==> src/rtl/core/swlb_pkg.sv <==
// Shared types and constants for the 5x5 sliding-window line buffer.
// Used by the line store, the window column cells, the top level and the checker.
package swlb_pkg;

  localparam int PIXEL_BITS     = 8;
  localparam int WIN_SIZE       = 5;
  localparam int STORE_LINES    = WIN_SIZE - 1;
  localparam int LAST_INDEX     = WIN_SIZE - 1;
  localparam int MAX_LINE_WIDTH = 128;
  localparam int COL_BITS       = $clog2(MAX_LINE_WIDTH);
  localparam int ROW_POS_BITS   = $clog2(LAST_INDEX + 1);
  localparam int WIDTH_BITS     = 8;
  localparam int ROW_BITS       = WIN_SIZE * PIXEL_BITS;

  localparam logic [WIDTH_BITS-1:0] LINE_WIDTH_RESET = WIDTH_BITS'(80);
  localparam logic [WIDTH_BITS-1:0] LINE_WIDTH_MAX   = WIDTH_BITS'(MAX_LINE_WIDTH);

  typedef logic [PIXEL_BITS-1:0]                   pixel_t;
  // element 0 is the line just above
  typedef logic [STORE_LINES-1:0][PIXEL_BITS-1:0]  store_word_t;
  // one window column, element 0 is row a, element LAST_INDEX the current line
  typedef logic [WIN_SIZE-1:0][PIXEL_BITS-1:0]     column_t;
  typedef logic [COL_BITS-1:0]                     col_t;
  typedef logic [ROW_POS_BITS-1:0]                 row_pos_t;
  typedef logic [WIDTH_BITS-1:0]                   width_t;

  typedef struct packed {
    logic        rd_en;
    col_t        rd_addr;
    logic        wr_en;
    col_t        wr_addr;
    store_word_t wr_data;
  } store_req_t;

endpackage

==> src/rtl/core/swlb_line_store.sv <==
// Line store: one packed word of the four previous lines per column.
// Registered read with write-to-read bypass; per-entry valid bits make
// unwritten entries read as zero. Depends on swlb_pkg.
module swlb_line_store
  import swlb_pkg::*;
(
  input  logic        clk,
  input  logic        rst,
  input  store_req_t  req,
  output store_word_t rd_data
);

  store_word_t                   mem [MAX_LINE_WIDTH];
  logic [MAX_LINE_WIDTH-1:0]     entry_vld;

  always_ff @(posedge clk) begin
    if (req.wr_en) begin
      mem[req.wr_addr] <= req.wr_data;
    end
  end

  always_ff @(posedge clk) begin
    if (rst) begin
      entry_vld <= '0;
    end else if (req.wr_en) begin
      entry_vld[req.wr_addr] <= 1'b1;
    end
  end

  // a read of the column being written in the same cycle takes the new word
  always_ff @(posedge clk) begin
    if (req.rd_en) begin
      if (req.wr_en && (req.wr_addr == req.rd_addr)) begin
        rd_data <= req.wr_data;
      end else if (entry_vld[req.rd_addr]) begin
        rd_data <= mem[req.rd_addr];
      end else begin
        rd_data <= '0;
      end
    end
  end

endmodule

==> src/rtl/core/swlb_col_cell.sv <==
// One window column cell: holds five pixels, loads from its right neighbor on shift.
// Depends on swlb_pkg.
module swlb_col_cell
  import swlb_pkg::*;
(
  input  logic    clk,
  input  logic    rst,
  input  logic    shift,
  input  column_t d_in,
  output column_t q
);

  always_ff @(posedge clk) begin
    if (rst) begin
      q <= '0;
    end else if (shift) begin
      q <= d_in;
    end
  end

endmodule

==> src/rtl/core/sliding_window_line_buffer_core.sv <==
// Top level of the 5x5 sliding-window line buffer.
// Instantiates swlb_line_store and a chain of swlb_col_cell; uses swlb_pkg.
//
// Usage:
//   Input channel in_valid/in_ready carries one raster-order pixel per
//   transaction. Output channel out_valid/out_ready carries the 5x5 window
//   after that pixel is shifted in, as five packed 40-bit rows (oldest column
//   in the low bits) plus window_valid, set once four full lines and four
//   columns of the current line have been seen.
//   line_width_we/line_width_data set the line width (reset 80); write it only
//   while no transaction is in flight.
//   The read stage registers an accepted pixel; the cells and out_valid load
//   when it fires. Throughput: one pixel per cycle unless the output stalls,
//   set by the simple dual-port line store read on accept, written back on fire.
//   Reset clears the window, column and row positions and the line store
//   valid bits, so stored lines read as zero, and sets the line width to 80;
//   there is no clearing pass and the block accepts pixels in the first cycle
//   after reset.
//   When the receiver stalls, the window is held on the outputs, one more
//   pixel is taken into the read stage, and then in_ready drops until the
//   output transaction completes.
module sliding_window_line_buffer_core
  import swlb_pkg::*;
(
  input  logic                clk,
  input  logic                rst,
  input  logic                line_width_we,
  input  logic [WIDTH_BITS-1:0] line_width_data,
  input  logic                in_valid,
  output logic                in_ready,
  input  logic [PIXEL_BITS-1:0] pixel,
  output logic                out_valid,
  input  logic                out_ready,
  output logic [ROW_BITS-1:0] window_row_a,
  output logic [ROW_BITS-1:0] window_row_b,
  output logic [ROW_BITS-1:0] window_row_c,
  output logic [ROW_BITS-1:0] window_row_d,
  output logic [ROW_BITS-1:0] window_row_e,
  output logic                window_valid
);

  width_t      line_width;
  col_t        col;
  col_t        col_next;
  row_pos_t    row_pos;
  row_pos_t    row_pos_next;
  width_t      limit;
  width_t      col_inc;
  logic        accept;
  logic        s1_valid;
  logic        s1_fire;
  pixel_t      s1_pixel;
  col_t        s1_col;
  logic        s1_win_ok;
  logic        win_ok;
  store_req_t  store_req;
  store_word_t rd_data;
  column_t     new_col;
  column_t     cell_q [WIN_SIZE];

  assign accept   = in_valid && in_ready;
  assign s1_fire  = s1_valid && (!out_valid || out_ready);
  assign in_ready = !s1_valid || s1_fire;

  always_ff @(posedge clk) begin
    if (rst) begin
      line_width <= LINE_WIDTH_RESET;
    end else if (line_width_we) begin
      line_width <= line_width_data;
    end
  end

  // column wraps at the line width, clamped to the store depth
  always_comb begin
    limit        = (line_width > LINE_WIDTH_MAX) ? LINE_WIDTH_MAX : line_width;
    col_inc      = WIDTH_BITS'(col) + WIDTH_BITS'(1);
    win_ok       = (row_pos >= ROW_POS_BITS'(LAST_INDEX)) && (col >= COL_BITS'(LAST_INDEX));
    col_next     = col_inc[COL_BITS-1:0];
    row_pos_next = row_pos;
    if (col_inc >= limit) begin
      col_next = '0;
      if (row_pos < ROW_POS_BITS'(LAST_INDEX)) begin
        row_pos_next = row_pos + ROW_POS_BITS'(1);
      end
    end
  end

  always_ff @(posedge clk) begin
    if (rst) begin
      col     <= '0;
      row_pos <= '0;
    end else if (accept) begin
      col     <= col_next;
      row_pos <= row_pos_next;
    end
  end

  // read stage: waits for the line store data
  always_ff @(posedge clk) begin
    if (rst) begin
      s1_valid <= 1'b0;
    end else if (accept) begin
      s1_valid <= 1'b1;
    end else if (s1_fire) begin
      s1_valid <= 1'b0;
    end
  end

  always_ff @(posedge clk) begin
    if (accept) begin
      s1_pixel  <= pixel;
      s1_col    <= col;
      s1_win_ok <= win_ok;
    end
  end

  always_comb begin
    store_req.rd_en   = accept;
    store_req.rd_addr = col;
    store_req.wr_en   = s1_fire;
    store_req.wr_addr = s1_col;
    store_req.wr_data = {rd_data[STORE_LINES-2:0], s1_pixel};
  end

  swlb_line_store u_store (
    .clk     (clk),
    .rst     (rst),
    .req     (store_req),
    .rd_data (rd_data)
  );

  assign new_col = {s1_pixel, rd_data};

  // window: cell 0 holds the oldest column, the last cell the newest
  for (genvar i = 0; i < WIN_SIZE; i++) begin : g_cell
    if (i == WIN_SIZE - 1) begin : g_tail
      swlb_col_cell u_cell (
        .clk   (clk),
        .rst   (rst),
        .shift (s1_fire),
        .d_in  (new_col),
        .q     (cell_q[i])
      );
    end else begin : g_body
      swlb_col_cell u_cell (
        .clk   (clk),
        .rst   (rst),
        .shift (s1_fire),
        .d_in  (cell_q[i+1]),
        .q     (cell_q[i])
      );
    end
  end

  // the cells hold still while a result waits, so they drive the outputs
  always_ff @(posedge clk) begin
    if (rst) begin
      out_valid <= 1'b0;
    end else if (s1_fire) begin
      out_valid <= 1'b1;
    end else if (out_ready) begin
      out_valid <= 1'b0;
    end
  end

  always_ff @(posedge clk) begin
    if (s1_fire) begin
      window_valid <= s1_win_ok;
    end
  end

  always_comb begin
    for (int i = 0; i < WIN_SIZE; i++) begin
      window_row_a[i*PIXEL_BITS +: PIXEL_BITS] = cell_q[i][0];
      window_row_b[i*PIXEL_BITS +: PIXEL_BITS] = cell_q[i][1];
      window_row_c[i*PIXEL_BITS +: PIXEL_BITS] = cell_q[i][2];
      window_row_d[i*PIXEL_BITS +: PIXEL_BITS] = cell_q[i][3];
      window_row_e[i*PIXEL_BITS +: PIXEL_BITS] = cell_q[i][4];
    end
  end

endmodule

==> config.mk <==
export PLATFORM = sky130hd
export DESIGN_NAME = sliding_window_line_buffer_core
export DESIGN_NICKNAME = d
export VERILOG_FILES = /design/src/rtl/core/swlb_pkg.sv /design/src/rtl/core/swlb_line_store.sv /design/src/rtl/core/swlb_col_cell.sv /design/src/rtl/core/sliding_window_line_buffer_core.sv
export SDC_FILE = /design/constraint.sdc
export NUM_CORES = 2
export LEC_CHECK = 0
export BUFFER_PORTS_ARGS = -buffer_cell sky130_fd_sc_hd__buf_2
export CAP_MARGIN = 25
export CORE_ASPECT_RATIO = 1.4
export CORE_MARGIN = 3
export CORE_UTILIZATION = 50
export CTS_BUF_LIST = sky130_fd_sc_hd__clkbuf_2
export DETAILED_ROUTE_END_ITERATION = 8
export GPL_TIMING_DRIVEN = 1
export HOLD_SLACK_MARGIN = 0.1
export PLACE_DENSITY = 0.73
export SLEW_MARGIN = 25
export SYNTH_ARGS = -nofsm -noshare
export SYNTH_HDL_FRONTEND = slang
export SYNTH_HIERARCHICAL = 1
export SYNTH_SLANG_ARGS = --single-unit
==> constraint.sdc <==
create_clock -name clk -period 7.17 [get_ports clk]
set_input_delay 1.0755 -clock clk [delete_from_list [all_inputs] [get_ports clk]]
set_output_delay 1.0755 -clock clk [all_outputs]
set_load 0.1 [all_outputs]
==> results.cfg <==
[global_routing]
globalRoute.totalOverflow = 0
track_usage_pct = 27.0
grt_pass1_wl_um = 668000
antenna_found_initial = 49
grt_max_degree = 151
grt_pass1_vias = 92128

[sta]
relSlewSlack_pct = 16.6
fin_skew_ps = 220
tns_ps = 0
rsz0062_at_grt = false
hold_slack_ps = 444
report.final.slew_viol_count = 0
finalHoldViolations = 0
period_share_pct = 69.1
max_clock_freq_mhz = 202
worst_pin_slew_ps = 1250
setup_viol_count_final = 0
period_minus_slack_ps = 4950

[cells_and_area]
nNetsFinal = 9075
area_delta_synth_final_pct = 10.4
drive_gt1_share_pct = 34.4

[power_and_ir_drop]
p_sw_mw = 11.4
leakage_nw = 60.5
pwr-share-seq_pct = 61.1
clkPwrFrac_pct = 33.0
combPwrFrac_pct = 5.8
power.density_nw_per_um2 = 250
internal_power_mw = 35.5
vdd_drop_max_uv = 139
power_mw = 46.9
p_sw_share_pct = 24.3

[clocking]
clk_pin_slew_worst_paths_ps = 110
clkLatencyLatePin_ps = 2030
htree_levels = 6
cts_inserted_buffers = 952
clk_path_buf_depth = 4
cts_tree = yes
root_buffer = clkbuf_2
clkSinkCount = 4493

[run]
cap_violations = 0

[synthesis]
avgSynthCellArea_sq_um = 21.5
synth-edff-count = 4145
yosysWarnings = 6
ys_seq_area_share_pct = 77.3
syn-num-nets = 7960
synthTopCellsByCount = 4,145 x edfxtp_1, 1,092 x mux4_2, 610 x nor2_1
netlist_area_sq_um = 170000
yosysTopAreaCellShare_pct = 73.2
synth_area_leader_cell = edfxtp_1
synth.area.top_cells = edfxtp_1 73%, mux4_2 14%, dfxtp_1 4.1%, mux2i_1 1.6%, nor2_1 1.3%
yosysMostFrequentCell = edfxtp_1
async_flop_share_pct = 0
ys_ff_latch = 4493
synth_cells = 7927
synthFlopType = edfxtp_1
synth.distinct_cells = 64

[setup_path]
cp.required_ps = 8820
critical_path_class = flip-flop to flip-flop
start_kind = flip-flop
slowest_stage = dfxtp_4
cp_slowest_stage_delay_ps = 930
crit_chain = buf_12, buf_4, mux4_2, a22oi_1, a21oi_1, or4_1, a2111oi_1, o21ai_1
arrival_ps = 6600
crit_path_end_kind = flip-flop
cp_max_fo = 35

[detailed_routing]
drt_wl_total_um = 470000
ant_nets = 0
num_vias = 90518
via_per_inst = 6.33
post_drt_wl_per_cell_um = 32.9
drc_errors = 0
dr.pass1.iters = 9
drtIter0Drc = 12511

[hold_path]
worstHoldPathType = input pin to flip-flop

[place]
place_congestion = 0.902
hpwl_um = 265000
port_buffers = 223

[floorplanning]
coreArea_sq_um = 338000
die_w_um = 499
row_count = 252
die_area_sq_um = 347000
initial_utilization_pct = 50.4
ios = 224
die_h_um = 696

[run_status]
status = completed
## metrics by stage
step,setup slack [ps],std cells,util [%],cell area [sq um]
floorplan,2700,7927,-,170000
global placement,1700,12455,52.7,178000
detailed placement,2290,12467,52.8,178000
CTS,2220,14249,55.6,188000
global route,2090,14278,55.6,188000
finish,2220,14299,55.6,188000
## power by group through the flow
stage               Clock (mW)  Sequential (mW)  Combinational, mW
floorplan                    0             29.5               1.67
global placement             0             29.3               2.61
detailed placement           0             29.3               2.69
CTS                       15.8             28.7               2.73
global route              17.2             28.7               2.86
finish                    15.5             28.7               2.73
## worst max-delay path, delay by kind of cell (launching register included)
family,cells,cell delay [ps]
and+or+nand+nor,1,910
buffers and inverters,2,930
AOI/OAI and AO/OA,4,1140
DFF,1,930
muxes,1,580
## final cells by class
| cell class | count | area [sq um] |
|---|---|---|
| sequential | 4493 | 131000 |
| fill | 24809 | 150000 |
| antenna | 49 | 123 |
| multi-input combinational | 2969 | 37300 |
| tap | 4445 | 5560 |
| clock buffer | 1424 | 7130 |
| clock inverter | 293 | 1640 |
| timing repair buffer | 615 | 4670 |
| inverter | 11 | 48.8 |
## registers in the layout, indices dropped and copies added (netlist names)
| signal | count |
|---|---|
| s1_valid | 1 |
| u_store/rd_data | 32 |
| window_valid | 1 |
| s1_pixel | 8 |
| g_cell.g_tail.u_cell/q | 40 |
| g_cell.g_body.u_cell/q | 160 |
| row_pos | 3 |
| col | 7 |
| out_valid | 1 |
| s1_col | 7 |
| u_store/mem | 4096 |
| u_store/entry_vld | 128 |
| s1_win_ok | 1 |
| line_width | 8 |
## cells in the final DEF (no fill, tap or decap), types with 39 or more instances in the layout
cell type / n
mux2i_1: 272
nand2_1: 141
nor2_1: 478
mux4_2: 1092
buf_2: 222
nor2_4: 131
clkinv_2: 39
clkbuf_2: 1424
diode_2: 49
a21oi_1: 111
clkinv_1: 204
dfxtp_1: 342
dlygate4sd3_1: 64
edfxtp_1: 4145
o22ai_1: 90
buf_4: 287
a22oi_1: 262
## final timing paths
kind                  start            endpoint  slack, ps  cells after the start
setup / recovery     col[0]  u_store/rd_data[6]       2220                      8
hold / removal     in_valid              col[4]        440                      5
setup reg to reg     col[0]  u_store/rd_data[6]       2220                      8
hold reg to reg   s1_win_ok        window_valid        460                      0
## routing by layer
| metal | global-route usage (%) | wire length, um | vias up | share of wire, % |
|---|---|---|---|---|
| met5 | 0 | 187 | - | 0.040 |
| met4 | 16.7 | 33600 | 26 | 7.2 |
| met3 | 7.27 | 56600 | 1345 | 12 |
| met2 | 43.6 | 228000 | 6567 | 48 |
| met1 | 32.6 | 152000 | 46691 | 32 |
| li1 | - | - | 35889 | - |
## timing repair
action,CTS,global route
hold buffers,65,0
endpoints found under the setup margin,0,0
setup buffers,0,0
endpoints found under the hold margin,385,0
gates resized for setup,0,0
## cell families after synthesis
| logic type | share of synthesized area (%) |
|---|---|
| AO/OA/AOI/OAI | 2.62 |
| XOR/XNOR | 0.0618 |
| adder cells (fa/ha/maj) | 0.0882 |
| buffers and inverters | 1.55 |
| flip-flops | 77.3 |
| multiplexers | 16.1 |
| AND/OR/NAND/NOR | 2.35 |
No activity file was read; power rests on OpenSTA's default activity.
